### config.mk
export PLATFORM = sky130hd
export DESIGN_NAME = drive_command_interpreter_top_flat
export DESIGN_NICKNAME = d
export VERILOG_FILES = /design/src/hdl/dci_pkg.sv /design/src/hdl/dci_if.sv /design/src/hdl/dci_mixer.sv /design/src/hdl/dci_parser.sv /design/src/hdl/drive_command_interpreter_top.sv /design/src/flat_wrapper.sv
export SDC_FILE = /design/constraint.sdc
export NUM_CORES = 1
export LEC_CHECK = 0
export ABC_AREA = 1
export BUFFER_PORTS_ARGS = -buffer_cell sky130_fd_sc_hd__clkbuf_2
export CAP_MARGIN = 20
export CORE_ASPECT_RATIO = 1.5
export CORE_MARGIN = 2
export CORE_UTILIZATION = 50
export CTS_CLUSTER_SIZE = 40
export DETAILED_ROUTE_END_ITERATION = 6
export PLACE_DENSITY_LB_ADDON = 0.08
export SLEW_MARGIN = 5
export SYNTH_ARGS = -nofsm -noshare
export SYNTH_HDL_FRONTEND = slang
export SYNTH_SLANG_ARGS = --single-unit
### constraint.sdc
create_clock -name clk -period 16 [get_ports clk]
set_clock_uncertainty 0.05 [all_clocks]
set_input_delay 0.8 -clock clk [delete_from_list [all_inputs] [get_ports clk]]
set_output_delay 0.8 -clock clk [all_outputs]
set_load 0.01 [all_outputs]
### src/hdl/dci_pkg.sv
`timescale 1ns / 1ps
// ----------------------------------------------------------------------------
// dci_pkg
// Shared types and action codes of the drive command interpreter.
// ----------------------------------------------------------------------------
package dci_pkg;

	localparam logic [2:0] KIND_LAMP1  = 3'd0;
	localparam logic [2:0] KIND_LAMP2  = 3'd1;
	localparam logic [2:0] KIND_MOTOR  = 3'd2;
	localparam logic [2:0] KIND_SERVO  = 3'd3;
	localparam logic [2:0] KIND_SENSOR = 3'd4;

	localparam logic [6:0] PCT_MAX = 7'd100;

	typedef struct packed {
		logic       right_forward;
		logic [6:0] right_duty;
		logic       left_forward;
		logic [6:0] left_duty;
	} motor_t;

	typedef struct packed {
		logic [2:0] action_kind;
		logic [2:0] lamp_colour;
		motor_t     motor;
		logic [7:0] top_servo_percent;
		logic [7:0] bottom_servo_percent;
	} result_t;

endpackage

### src/hdl/dci_if.sv
`timescale 1ns / 1ps
// ----------------------------------------------------------------------------
// dci_if
// Valid/ready channels: received command bytes and interpreted actions.
// ----------------------------------------------------------------------------
interface dci_byte_if;
	logic       valid;
	logic       ready;
	logic [7:0] rx_byte;

	modport source (output valid, output rx_byte, input ready);
	modport sink (input valid, input rx_byte, output ready);
endinterface

interface dci_action_if;
	logic       valid;
	logic       ready;
	logic [2:0] action_kind;
	logic [2:0] lamp_colour;
	logic       right_forward;
	logic [6:0] right_duty;
	logic       left_forward;
	logic [6:0] left_duty;
	logic [7:0] top_servo_percent;
	logic [7:0] bottom_servo_percent;

	modport source (
		output valid, output action_kind, output lamp_colour,
		output right_forward, output right_duty, output left_forward, output left_duty,
		output top_servo_percent, output bottom_servo_percent, input ready
	);
	modport sink (
		input valid, input action_kind, input lamp_colour,
		input right_forward, input right_duty, input left_forward, input left_duty,
		input top_servo_percent, input bottom_servo_percent, output ready
	);
endinterface

### src/hdl/dci_mixer.sv
`timescale 1ns / 1ps
// ----------------------------------------------------------------------------
// dci_mixer
// Joystick to differential drive mixing of clamped X and Y percentages.
// ----------------------------------------------------------------------------
module dci_mixer (
	input  logic [6:0]      x_pct,
	input  logic [6:0]      y_pct,
	output dci_pkg::motor_t motor
);
	import dci_pkg::*;

	logic [5:0] dx, dy;
	logic [9:0] px, py;
	logic [3:0] qx, qy, qm;
	logic       xneg, yneg, xge0, xle0, yge0, yle0;
	logic [6:0] mm, ty, r3, r1;
	logic [8:0] three;
	logic       r_neg, l_neg;
	logic [6:0] r_mag, l_mag;

	always_comb begin
		// axis magnitude in tens: |v-50|/5
		dx = (x_pct >= 7'd50) ? 6'(x_pct - 7'd50) : 6'(7'd50 - x_pct);
		dy = (y_pct >= 7'd50) ? 6'(y_pct - 7'd50) : 6'(7'd50 - y_pct);
		px = {4'd0, dx} * 10'd13;
		py = {4'd0, dy} * 10'd13;
		qx = px[9:6];
		qy = py[9:6];
		xneg = (x_pct < 7'd50) && (qx != 4'd0);
		yneg = (y_pct < 7'd50) && (qy != 4'd0);
		xge0 = !xneg;
		xle0 = xneg || (qx == 4'd0);
		yge0 = !yneg;
		yle0 = yneg || (qy == 4'd0);
		qm = (qx > qy) ? qx : qy;
		mm = 7'({3'd0, qm} * 7'd10);
		ty = 7'({3'd0, qy} * 7'd10);
		three = {1'b0, mm, 1'b0} + {2'b00, mm};
		r3 = three[8:2];
		r1 = {2'b00, mm[6:2]};

		priority if (x_pct == 7'd0 && y_pct == 7'd0) begin
			r_neg = 1'b0; r_mag = 7'd0; l_neg = 1'b0; l_mag = 7'd0;
		end else if (qx <= 4'd2 && qy == 4'd10 && !yneg) begin
			r_neg = 1'b0; r_mag = PCT_MAX; l_neg = 1'b0; l_mag = PCT_MAX;
		end else if (qx <= 4'd2 && qy == 4'd10 && yneg) begin
			r_neg = 1'b1; r_mag = PCT_MAX; l_neg = 1'b1; l_mag = PCT_MAX;
		end else if (qx == 4'd0) begin
			r_neg = yneg; r_mag = ty; l_neg = yneg; l_mag = ty;
		end else if (qx == 4'd10 && !xneg && qy <= 4'd2) begin
			r_neg = 1'b0; r_mag = 7'd50; l_neg = 1'b1; l_mag = 7'd50;
		end else if (qx == 4'd10 && xneg && qy <= 4'd2) begin
			r_neg = 1'b1; r_mag = 7'd50; l_neg = 1'b0; l_mag = 7'd50;
		end else if (xge0 && yge0) begin
			r_neg = 1'b0; r_mag = r3; l_neg = 1'b0; l_mag = r1;
		end else if (xle0 && yge0) begin
			r_neg = 1'b0; r_mag = r1; l_neg = 1'b0; l_mag = r3;
		end else if (xle0 && yle0) begin
			r_neg = 1'b1; r_mag = r3; l_neg = 1'b1; l_mag = r1;
		end else begin
			r_neg = 1'b1; r_mag = r1; l_neg = 1'b1; l_mag = r3;
		end

		// zero duty reads as forward
		motor.right_forward = !(r_neg && r_mag != 7'd0);
		motor.right_duty    = r_mag;
		motor.left_forward  = !(l_neg && l_mag != 7'd0);
		motor.left_duty     = l_mag;
	end

endmodule

### src/hdl/dci_parser.sv
`timescale 1ns / 1ps
// ----------------------------------------------------------------------------
// dci_parser
// Command byte parser: phase register, first argument and result forming.
// ----------------------------------------------------------------------------
module dci_parser (
	input  logic             clk,
	input  logic             arst_n,
	input  logic             step,
	input  logic [7:0]       rx_byte,
	output logic             res_valid,
	output dci_pkg::result_t res
);
	import dci_pkg::*;

	localparam logic [2:0] PH_IDLE  = 3'd0;
	localparam logic [2:0] PH_LAMP1 = 3'd1;
	localparam logic [2:0] PH_LAMP2 = 3'd2;
	localparam logic [2:0] PH_MOT_X = 3'd3;
	localparam logic [2:0] PH_MOT_Y = 3'd4;
	localparam logic [2:0] PH_SRV_X = 3'd5;
	localparam logic [2:0] PH_SRV_Y = 3'd6;

	localparam logic [7:0] CMD_LAMP1  = 8'd11;
	localparam logic [7:0] CMD_LAMP2  = 8'd12;
	localparam logic [7:0] CMD_MOTOR  = 8'd21;
	localparam logic [7:0] CMD_SERVO  = 8'd22;
	localparam logic [7:0] CMD_SENSOR = 8'd51;

	logic [2:0]  phase_q, phase_d;
	logic [6:0]  first_q, first_d;
	logic [6:0]  arg;
	motor_t      mix;
	logic [9:0]  nt, nb;
	logic [17:0] pt, pb;
	logic [7:0]  top_pct, bot_pct;

	assign arg = (rx_byte > {1'b0, PCT_MAX}) ? PCT_MAX : rx_byte[6:0];

	dci_mixer u_mixer (
		.x_pct (first_q),
		.y_pct (arg),
		.motor (mix)
	);

	always_comb begin
		// divide by 5 and by 10 through reciprocal 205/1024
		nt = {first_q, 3'b000};
		nb = 10'({3'd0, arg} * 10'd9);
		pt = {8'd0, nt} * 18'd205;
		pb = {8'd0, nb} * 18'd205;
		top_pct = pt[17:10] + 8'd10;
		bot_pct = {1'b0, pb[17:11]} + 8'd45;
	end

	always_comb begin
		phase_d   = PH_IDLE;
		first_d   = first_q;
		res_valid = 1'b0;
		res       = '0;
		unique case (phase_q)
			PH_LAMP1, PH_LAMP2: begin
				res_valid       = 1'b1;
				res.action_kind = (phase_q == PH_LAMP1) ? KIND_LAMP1 : KIND_LAMP2;
				res.lamp_colour = rx_byte[2:0];
			end
			PH_MOT_X: begin
				first_d = arg;
				phase_d = PH_MOT_Y;
			end
			PH_MOT_Y: begin
				res_valid       = 1'b1;
				res.action_kind = KIND_MOTOR;
				res.motor       = mix;
			end
			PH_SRV_X: begin
				first_d = arg;
				phase_d = PH_SRV_Y;
			end
			PH_SRV_Y: begin
				res_valid                = 1'b1;
				res.action_kind          = KIND_SERVO;
				res.top_servo_percent    = top_pct;
				res.bottom_servo_percent = bot_pct;
			end
			default: begin
				priority if (rx_byte == CMD_LAMP1) begin
					phase_d = PH_LAMP1;
				end else if (rx_byte == CMD_LAMP2) begin
					phase_d = PH_LAMP2;
				end else if (rx_byte == CMD_MOTOR) begin
					phase_d = PH_MOT_X;
				end else if (rx_byte == CMD_SERVO) begin
					phase_d = PH_SRV_X;
				end else if (rx_byte == CMD_SENSOR) begin
					res_valid       = 1'b1;
					res.action_kind = KIND_SENSOR;
				end else begin
					phase_d = PH_IDLE;
				end
			end
		endcase
	end

	always_ff @(posedge clk or negedge arst_n) begin
		if (!arst_n) begin
			phase_q <= PH_IDLE;
			first_q <= 7'd0;
		end else if (step) begin
			phase_q <= phase_d;
			first_q <= first_d;
		end
	end

`ifndef ASSERT_OFF
	a_first_clamped: assert property (@(posedge clk) disable iff (!arst_n)
		first_q <= PCT_MAX)
		else $error("first argument above clamp");
	a_y_follows_x: assert property (@(posedge clk) disable iff (!arst_n)
		step && (phase_q == PH_MOT_X || phase_q == PH_SRV_X) |=> !res_valid || !$past(step)
		|| phase_q == PH_MOT_Y || phase_q == PH_SRV_Y)
		else $error("second argument phase lost");
	a_arg_phase_no_result: assert property (@(posedge clk) disable iff (!arst_n)
		(phase_q == PH_MOT_X || phase_q == PH_SRV_X) |-> !res_valid)
		else $error("result on first argument");
`endif

endmodule

### src/hdl/drive_command_interpreter_top.sv
`timescale 1ns / 1ps
// ----------------------------------------------------------------------------
// drive_command_interpreter_top
// Serial command interpreter for lamps, differential drive motors and servos.
// ----------------------------------------------------------------------------
// usage
//   cmd: valid/ready byte channel, one received command or argument byte
//   per transfer
//   act: valid/ready action channel, one transfer for each byte that
//   completes a command (lamp, motors, servos, sensor dump request)
//   bytes that open a multi-byte command or are unknown give no transfer on act
// throughput and pipeline
//   a completing byte is held in the input register, then its action in the action register, before it shows on act
//   one byte per cycle sustained while act is not held off; the input register and the action
//   register form a two stage pipeline
// reset
//   arst_n clears both pipeline valids and returns the parser to idle
// stall
//   while act is held off, the input register still takes one more byte;
//   cmd.ready drops once that register is full and cannot move on
// ----------------------------------------------------------------------------
module drive_command_interpreter_top (
	input logic         clk,
	input logic         arst_n,
	dci_byte_if.sink    cmd,
	dci_action_if.source act
);
	import dci_pkg::*;

	logic       valid_s1;
	logic [7:0] byte_s1;
	logic       adv;
	logic       res_valid;
	result_t    res;
	logic       act_valid_q;
	result_t    act_q;

	assign adv       = valid_s1 && (!act_valid_q || act.ready);
	assign cmd.ready = !valid_s1 || adv;

	always_ff @(posedge clk or negedge arst_n) begin
		if (!arst_n) begin
			valid_s1 <= 1'b0;
		end else if (cmd.ready) begin
			valid_s1 <= cmd.valid;
		end
	end

	always_ff @(posedge clk) begin
		if (cmd.ready && cmd.valid) begin
			byte_s1 <= cmd.rx_byte;
		end
	end

	dci_parser u_parser (
		.clk       (clk),
		.arst_n    (arst_n),
		.step      (adv),
		.rx_byte   (byte_s1),
		.res_valid (res_valid),
		.res       (res)
	);

	always_ff @(posedge clk or negedge arst_n) begin
		if (!arst_n) begin
			act_valid_q <= 1'b0;
		end else if (adv && res_valid) begin
			act_valid_q <= 1'b1;
		end else if (act.ready) begin
			act_valid_q <= 1'b0;
		end
	end

	always_ff @(posedge clk) begin
		if (adv && res_valid) begin
			act_q <= res;
		end
	end

	assign act.valid                = act_valid_q;
	assign act.action_kind          = act_q.action_kind;
	assign act.lamp_colour          = act_q.lamp_colour;
	assign act.right_forward        = act_q.motor.right_forward;
	assign act.right_duty           = act_q.motor.right_duty;
	assign act.left_forward         = act_q.motor.left_forward;
	assign act.left_duty            = act_q.motor.left_duty;
	assign act.top_servo_percent    = act_q.top_servo_percent;
	assign act.bottom_servo_percent = act_q.bottom_servo_percent;

`ifndef ASSERT_OFF
	a_full_stall: assert property (@(posedge clk) disable iff (!arst_n)
		valid_s1 && act.valid && !act.ready |-> !cmd.ready)
		else $error("input taken while both stages are blocked");
	a_take_fills_s1: assert property (@(posedge clk) disable iff (!arst_n)
		cmd.valid && cmd.ready |=> valid_s1)
		else $error("accepted byte lost");
	a_kind_range: assert property (@(posedge clk) disable iff (!arst_n)
		act.valid |-> act.action_kind <= KIND_SENSOR)
		else $error("action code out of range");
	a_duty_only_motor: assert property (@(posedge clk) disable iff (!arst_n)
		act.valid && act.action_kind != KIND_MOTOR |->
		act.right_duty == 7'd0 && act.left_duty == 7'd0)
		else $error("motor duty on non motor action");
	a_duty_range: assert property (@(posedge clk) disable iff (!arst_n)
		act.valid |-> act.right_duty <= PCT_MAX && act.left_duty <= PCT_MAX)
		else $error("motor duty above full scale");
`endif

endmodule
### src/flat_wrapper.sv
// flat-port wrapper written by rule: the top's interface ports become plain ports
module drive_command_interpreter_top_flat import dci_pkg::*;
  (clk, arst_n, cmd_valid, cmd_rx_byte, cmd_ready, act_valid, act_action_kind, act_lamp_colour, act_right_forward, act_right_duty, act_left_forward, act_left_duty, act_top_servo_percent, act_bottom_servo_percent, act_ready);
  dci_byte_if cmd_i ();
  dci_action_if act_i ();
  input logic clk;
  input logic arst_n;
  input wire logic [$bits(cmd_i.valid)-1:0] cmd_valid;
  input wire logic [$bits(cmd_i.rx_byte)-1:0] cmd_rx_byte;
  output wire logic [$bits(cmd_i.ready)-1:0] cmd_ready;
  output wire logic [$bits(act_i.valid)-1:0] act_valid;
  output wire logic [$bits(act_i.action_kind)-1:0] act_action_kind;
  output wire logic [$bits(act_i.lamp_colour)-1:0] act_lamp_colour;
  output wire logic [$bits(act_i.right_forward)-1:0] act_right_forward;
  output wire logic [$bits(act_i.right_duty)-1:0] act_right_duty;
  output wire logic [$bits(act_i.left_forward)-1:0] act_left_forward;
  output wire logic [$bits(act_i.left_duty)-1:0] act_left_duty;
  output wire logic [$bits(act_i.top_servo_percent)-1:0] act_top_servo_percent;
  output wire logic [$bits(act_i.bottom_servo_percent)-1:0] act_bottom_servo_percent;
  input wire logic [$bits(act_i.ready)-1:0] act_ready;
  assign cmd_i.valid = cmd_valid;
  assign cmd_i.rx_byte = cmd_rx_byte;
  assign cmd_ready = cmd_i.ready;
  assign act_valid = act_i.valid;
  assign act_action_kind = act_i.action_kind;
  assign act_lamp_colour = act_i.lamp_colour;
  assign act_right_forward = act_i.right_forward;
  assign act_right_duty = act_i.right_duty;
  assign act_left_forward = act_i.left_forward;
  assign act_left_duty = act_i.left_duty;
  assign act_top_servo_percent = act_i.top_servo_percent;
  assign act_bottom_servo_percent = act_i.bottom_servo_percent;
  assign act_i.ready = act_ready;
  drive_command_interpreter_top u_core (.clk(clk), .arst_n(arst_n), .cmd(cmd_i), .act(act_i));
endmodule
---- Word level (Yosys, flattened, before mapping) ----
Index checks and enable logic that the tools add are counted.
word-level totals
  flip-flop bits (word level) ............. 58
  output and inout port bits .............. 40
  word-level logic and storage cells ...... 145
cells by class
  $add $sub $neg .......................... 7
  $mul .................................... 7
  magnitude comparators ................... 8
  eq/ne operators ......................... 13
  multiplexer cells ....................... 56
  reduce and logical (&&, ||, !) cells .... 41
operators by type and width
  cell                                                                                 count
  7-bit two-way mux                                                                    19
  3-bit two-way mux                                                                    9
  1-bit two-way mux                                                                    22
  6-bit by 4-bit multiplier with 10-bit output, second input constant                  2
  1-bit logical AND                                                                    18
  10-bit by 8-bit multiplier with 18-bit output, second input constant                 1
  8-bit by 4-bit equality test with 1-bit output, second input constant                2
  8-bit by 5-bit equality test with 1-bit output, second input constant                2
  7-bit by 8-bit multiplier with 15-bit output, second input constant                  1
  7-bit by 6-bit greater-or-equal comparator with 1-bit output, second input constant  2
  7-bit zero test                                                                      2
  7-bit by 6-bit less-than comparator with 1-bit output, second input constant         2
  7-bit nonzero test                                                                   2
  4-bit by 3-bit multiplier with 6-bit output, second input constant                   2
  6-bit two-way mux                                                                    2
  3-bit one-hot mux with 4 select lines                                                1
  6-bit subtractor, first input constant                                               2
  6-bit subtractor, second input constant                                              2
  7-bit by 4-bit multiplier with 10-bit output, second input constant                  1
  8-bit by 7-bit adder with 9-bit output                                               1
  3-bit equality test, second input constant                                           3
  3-bit one-hot mux with 3 select lines                                                1
  7-bit by 6-bit adder with 8-bit output, second input constant                        1
  8-bit by 4-bit adder with 8-bit output, second input constant                        1
  other kinds (17)                                                                     31

---- Longest topological paths before layout ----
  depth after elaboration ................. 21
  gate-level depth with buffers ........... 55
  depth with buffers taken out ............ 55

---- Hierarchy ----
Synthesis repeated with hierarchy kept, for this count alone.
unflattened totals
  cell total of the unflattened synthesis .. 1076
  area total of the unflattened synthesis .. 7953.9 µm²
modules (own cells, without submodules)
  module                         times used  cells an instance  area an instance (µm²)
  dci_parser                     1           562                3797.4
  dci_mixer                      1           453                2668.8
  drive_command_interpreter_top  1           61                 1487.7

---- Worst setup path after synthesis ----
Ideal clock, no wire load.
  path type ............................... reg2reg
  from .................................... register u_core.byte_s1[0]
  to ...................................... register u_core.act_q (netlist bit u_core.act.right_forward) (data pin)
  library setup time ...................... 140 ps
  arrival time ............................ 7506 ps
  data required time ...................... 15810 ps
  setup slack ............................. 8304 ps
  cell stages (with the launch flop) ...... 52
  buffers on the path ..................... 0
  path through ............................ edfxtp_1 -> inv_2 -> nand2_1 -> nor2_1 -> nand2_1 -> nand2_4 -> inv_1 -> nor2_1 -> inv_1 -> ha_1 -> nor2_1 -> nand4_1 -> nand3_2 -> inv_1 -> o21ai_0 -> xor2_1 -> inv_1 -> ha_1 -> [... 16 more ...] -> o21ai_0 -> ha_1 -> ha_1 -> inv_1 -> fa_1 -> inv_1 -> ha_1 -> nand2_1 -> o21ai_0 -> xor2_1 -> nand3_1 -> nand2_1 -> inv_2 -> a21oi_1 -> nand3_1 -> nor2_1 -> nor2_1 -> nor2_1
between the ends
  word-level cells in the longest chain between the ends .. 21
  elaborated cells between the ends (all ways) .. 50
RTL lines
  item                                                                                              line                                 RTL
  from (decl)                                                                                       drive_command_interpreter_top.sv:31  logic [7:0] byte_s1;
  from (signal assigned)                                                                            drive_command_interpreter_top.sv:51  byte_s1 <= cmd.rx_byte;
  8-bit by 7-bit > comparator with 1-bit output (*)                                                 dci_parser.sv:38                     assign arg = (rx_byte > {1'b0, PCT_MAX}) ? PCT_MAX : rx_byte[6:0];
  7-bit two-way mux (*)                                                                             dci_parser.sv:38
  via u_core.u_parser.arg[1]                                                                        dci_parser.sv:32                     logic [6:0] arg;
  6-bit subtractor or 7-bit by 6-bit greater-or-equal comparator with 1-bit output (tied branches)  dci_mixer.sv:25                      dy = (y_pct >= 7'd50) ? 6'(y_pct - 7'd50) : 6'(7'd50 - y_pct);
  6-bit two-way mux                                                                                 dci_mixer.sv:25
  6-bit by 4-bit multiplier with 10-bit output                                                      dci_mixer.sv:27                      py = {4'd0, dy} * 10'd13;
  4-bit > comparator or 4-bit nonzero test (tied branches)                                          dci_mixer.sv:36, dci_mixer.sv:31
  4-bit two-way mux or 1-bit logical AND (tied branches)                                            dci_mixer.sv:36, dci_mixer.sv:31
  [... 6 more ...]                                                                                  -
  7-bit two-way mux                                                                                 dci_mixer.sv:51                      end else if (qx == 4'd10 && !xneg && qy <= 4'd2) begin
  7-bit two-way mux                                                                                 dci_mixer.sv:49                      end else if (qx == 4'd0) begin
  7-bit two-way mux                                                                                 dci_mixer.sv:47                      end else if (qx <= 4'd2 && qy == 4'd10 && yneg) begin
  7-bit two-way mux                                                                                 dci_mixer.sv:45                      end else if (qx <= 4'd2 && qy == 4'd10 && !yneg) begin
  7-bit two-way mux                                                                                 dci_mixer.sv:43                      priority if (x_pct == 7'd0 && y_pct == 7'd0) begin
  7-bit nonzero test                                                                                dci_mixer.sv:66                      motor.right_forward = !(r_neg && r_mag != 7'd0);
  1-bit logical AND (*)                                                                             dci_mixer.sv:66
  1-bit zero test (*)                                                                               dci_mixer.sv:66
  to (signal assigned)                                                                              drive_command_interpreter_top.sv:76  act_q <= res;
  to (decl)                                                                                         drive_command_interpreter_top.sv:36  result_t act_q;
Mark *: on every way through the listed nets, which the timed path passes. The rest lies on a longest branch.
A chain may end at the register's enable or synchronous reset.

---- Worst setup path in the final report ----
  from .................................... register u_core.byte_s1[4]
  to ...................................... register u_core.act_q (netlist bit u_core.act.left_forward) (data pin)
between the ends
  word-level cells in the longest chain between the ends .. 21
  elaborated cells between the ends (all ways) .. 50
RTL lines
  item                                                                                              line                              RTL
  8-bit by 7-bit > comparator with 1-bit output (*)                                                 dci_parser.sv:38
  7-bit two-way mux (*)                                                                             dci_parser.sv:38
  via u_core.u_parser.arg[1]                                                                        dci_parser.sv:32
  6-bit subtractor or 7-bit by 6-bit greater-or-equal comparator with 1-bit output (tied branches)  dci_mixer.sv:25
  6-bit two-way mux                                                                                 dci_mixer.sv:25
  6-bit by 4-bit multiplier with 10-bit output                                                      dci_mixer.sv:27
  4-bit > comparator or 4-bit nonzero test (tied branches)                                          dci_mixer.sv:36, dci_mixer.sv:31
  4-bit two-way mux or 1-bit logical AND (tied branches)                                            dci_mixer.sv:36, dci_mixer.sv:31
  [... 6 more ...]                                                                                  -
  7-bit two-way mux                                                                                 dci_mixer.sv:51
  7-bit two-way mux                                                                                 dci_mixer.sv:49
  7-bit two-way mux                                                                                 dci_mixer.sv:47
  7-bit two-way mux                                                                                 dci_mixer.sv:45
  7-bit two-way mux                                                                                 dci_mixer.sv:43
  7-bit nonzero test                                                                                dci_mixer.sv:68                   motor.left_forward = !(l_neg && l_mag != 7'd0);
  1-bit logical AND (*)                                                                             dci_mixer.sv:68
  1-bit zero test (*)                                                                               dci_mixer.sv:68
Marks and branches as above.

==> impl_metrics.py <==
metrics = {
    "run_status": {
        "status": "completed",
    },
    "synth": {
        "synthMuxAreaShare": 0,
        "yosysSeqAreaShare": 0.2288,
        "synth_xor_area_frac": 0.04172,
        "ys_async_sr_fraction": 0.2069,
        "synth_top_family_by_area": "adder cells",
        "synth_edf_count": 46,
        "synth_area_leaders": "ha_1, edfxtp_1, fa_1, inv_1, nand2_1",
        "synth_cell_types": 47,
        "syn_nets": 1077,
        "synthSimpleGateAreaFrac": 0.2222,
        "synth_warnings": 0,
        "yosys.area.top_type": "ha_1",
        "synth_top_area_frac": 0.2435,
        "syn_inst": 889,
        "netlist_area_sq_mm": 0.007348,
        "synth_fa_ha_area_frac": 0.3334,
        "synth_ff_type": "edfxtp_1",
        "synth-seq-cells": 58,
        "avgSynthCellArea_sq_um": 8.266,
        "synth_compound_area_frac": 0.08139,
    },
    "routing": {
        "wire_per_inst_microns": 14.25,
        "first_pass_iters": 5,
        "drt_iter0_drc": 220,
        "vias": 5868,
        "ant_nets": 0,
        "viasPerCell": 5.111,
        "wl_microns": 16360,
        "route.detailed.drc": 0,
    },
    "finish": {
        "fillers": 1422,
        "layout_commonest_cell": "inv_1",
        "num_antenna_cells": 0,
        "syn_to_final_growth_pct": 10.85,
        "layout-drive-gt1-share": 0.1387,
        "final_cell_mix": "inv_1, nand2_1, ha_1",
        "fin_nets": 1136,
    },
    "critical_path": {
        "arrival_ps": 8710,
        "max_stage_delay_ps": 600,
        "rr_startpoint": "u_core.byte_s1[4]$_DFFE_PP_",
        "ff2ff_path_depth": 52,
        "path_class": "register to register",
        "r2r_end": "u_core.act.left_forward$_SDFFCE_PN0P_",
        "path_max_fanout": 8,
        "r2r_slack_ps": 7400,
        "slowest_stage": "fa_1",
        "cp-start-kind": "register",
        "critPathRequiredTime_ps": 16110,
        "cp_num_buf_inv": 12,
        "critical_path.most_common_cell": "inv_1",
        "cp_top_family": "adder cells",
        "end_kind": "register",
    },
    "timing": {
        "tightest_slew_ps": 769.3,
        "rsz0062_at_grt": "no",
        "hold_viol": 0,
        "min_period_ps": 8601,
        "final-setup-viol-count": 0,
        "max-slew-margin-rel": 0.4852,
        "period_share": 0.5375,
        "fmax_ghz": 0.1163,
        "fin_tns_setup_ps": 0,
        "finalMaxSlewViolations": 0,
    },
    "hold_path": {
        "hp-class": "input port to async pin",
    },
    "die": {
        "core_sq_mm": 0.01446,
        "fp.dieH_microns": 152.5,
        "die-width_microns": 103.0,
        "fp-row-count": 54,
        "dieArea_sq_mm": 0.01570,
        "pin_count": 52,
        "start_util": 0.5082,
    },
    "clock_network": {
        "cts-root-buf": "clkbuf_16",
        "clk_latency_ps": 320,
        "path_clk_slew_ps": 50,
        "cts_setup_buffers": 0,
        "clockBufferDepth": 2,
        "hold_buffers": 0,
        "numCtsBuffers": 9,
        "cts_tree": "built",
        "h-tree-depth": 3,
        "clkSinkCount": 58,
        "cts_resized": 0,
    },
    "global_route": {
        "grt_max_degree": 39,
        "track_usage": 0.2216,
        "antenna_found_initial": 0,
        "gr-total-overflow": 0,
        "grt_pass1_vias": 6087,
        "grt_pass1_wl_microns": 27740,
    },
    "place": {
        "place_hpwl_microns": 13900,
        "gp_congestion": 0.9644,
        "portBuffers": 51,
    },
    "job": {
        "max_cap_viol_count": 0,
    },
}
==> synth_stat cells, types with 3 or more instances <==
library cell / instances
nand2_4: 8
o21bai_1: 4
fa_1: 33
inv_1: 161
dfrtp_1: 12
nand3_1: 47
xor2_1: 22
clkbuf_1: 3
nand3b_1: 3
o21ai_1: 3
nand3_2: 9
inv_2: 14
nand2_2: 20
ha_1: 143
o21ai_0: 35
xnor2_1: 8
nor4_1: 5
nor2_1: 72
nand2_1: 147
nand4_1: 10
a21oi_1: 39
a211oi_1: 4
nor3_1: 7
edfxtp_1: 46
or2_2: 4
==> sequential cells by signal, indices dropped and copies added, names as in the netlist, 3 cells and up <==
register and flops:
u_core.u_parser.first_q 7, u_core.byte_s1 8, u_core.act.lamp_colour 3, u_core.act.action_kind 3, u_core.u_parser.phase_q 3, u_core.act.left_duty 7
u_core.act.right_duty 7, u_core.act.top_servo_percent 8, u_core.act.bottom_servo_percent 8
==> area by class of cell <==
class / instances / area [sq um] / share of cell area
clock inverters: 6 / 58.81 / 0.007220
clock buffers: 9 / 225.2 / 0.02765
multi-input cells: 652 / 4995 / 0.6132
well taps: 196 / 245.2 / 0.03011
inverters: 175 / 656.9 / 0.08065
flip-flops and latches: 58 / 1682 / 0.2065
repair buffers: 52 / 282.8 / 0.03472
==> how the worst max path moves through the flow <==
stage,start,cells after the start,end
finish,u_core.byte_s1[4]$_DFFE_PP_,52,u_core.act.left_forward$_SDFFCE_PN0P_
global route,u_core.byte_s1[4]$_DFFE_PP_,52,u_core.act.left_forward$_SDFFCE_PN0P_
CTS,u_core.byte_s1[3]$_DFFE_PP_,52,u_core.act.right_forward$_SDFFCE_PN0P_
detailed placement,u_core.byte_s1[3]$_DFFE_PP_,52,u_core.act.right_forward$_SDFFCE_PN0P_
global placement,u_core.byte_s1[3]$_DFFE_PP_,52,u_core.act.left_forward$_SDFFCE_PN0P_
floorplan,u_core.byte_s1[0]$_DFFE_PP_,51,u_core.act.right_forward$_SDFFCE_PN0P_
==> layer usage <==
metal  share of wire  global-route usage  routed length (microns)  vias to the layer above
met4           0.046             0.09524                      755                        0
met3           0.039             0.04037                      644                       38
met2            0.53              0.4079                     8647                      121
li1                -                   -                        -                     3029
met5               0                   0                        0                        -
met1            0.39              0.2394                     6316                     2680
==> stage by stage <==
step	std cells	hold WS (ps)	util	instance area (sq um)	setup slack, ps
finish	1148	315.0	0.5633	8145	7399
global route	1148	322.4	0.5633	8145	6490
CTS	1147	310.6	0.5614	8118	7371
detailed placement	1132	476.1	0.5418	7834	7404
global placement	1132	480.6	0.5418	7834	7681
floorplan	889	454.4	-	7348	8304
==> logic make-up after synthesis <==
| kind of cell | after synthesis |
|---|---|
| simple gates | 342 |
| fa+ha+maj | 176 |
| flops | 58 |
| xor+xnor | 32 |
| buf+inv | 179 |
| compound gates | 102 |
Power is not shown: default switching activity piles up to over one toggle a cycle in this logic, so the estimate is an artifact.
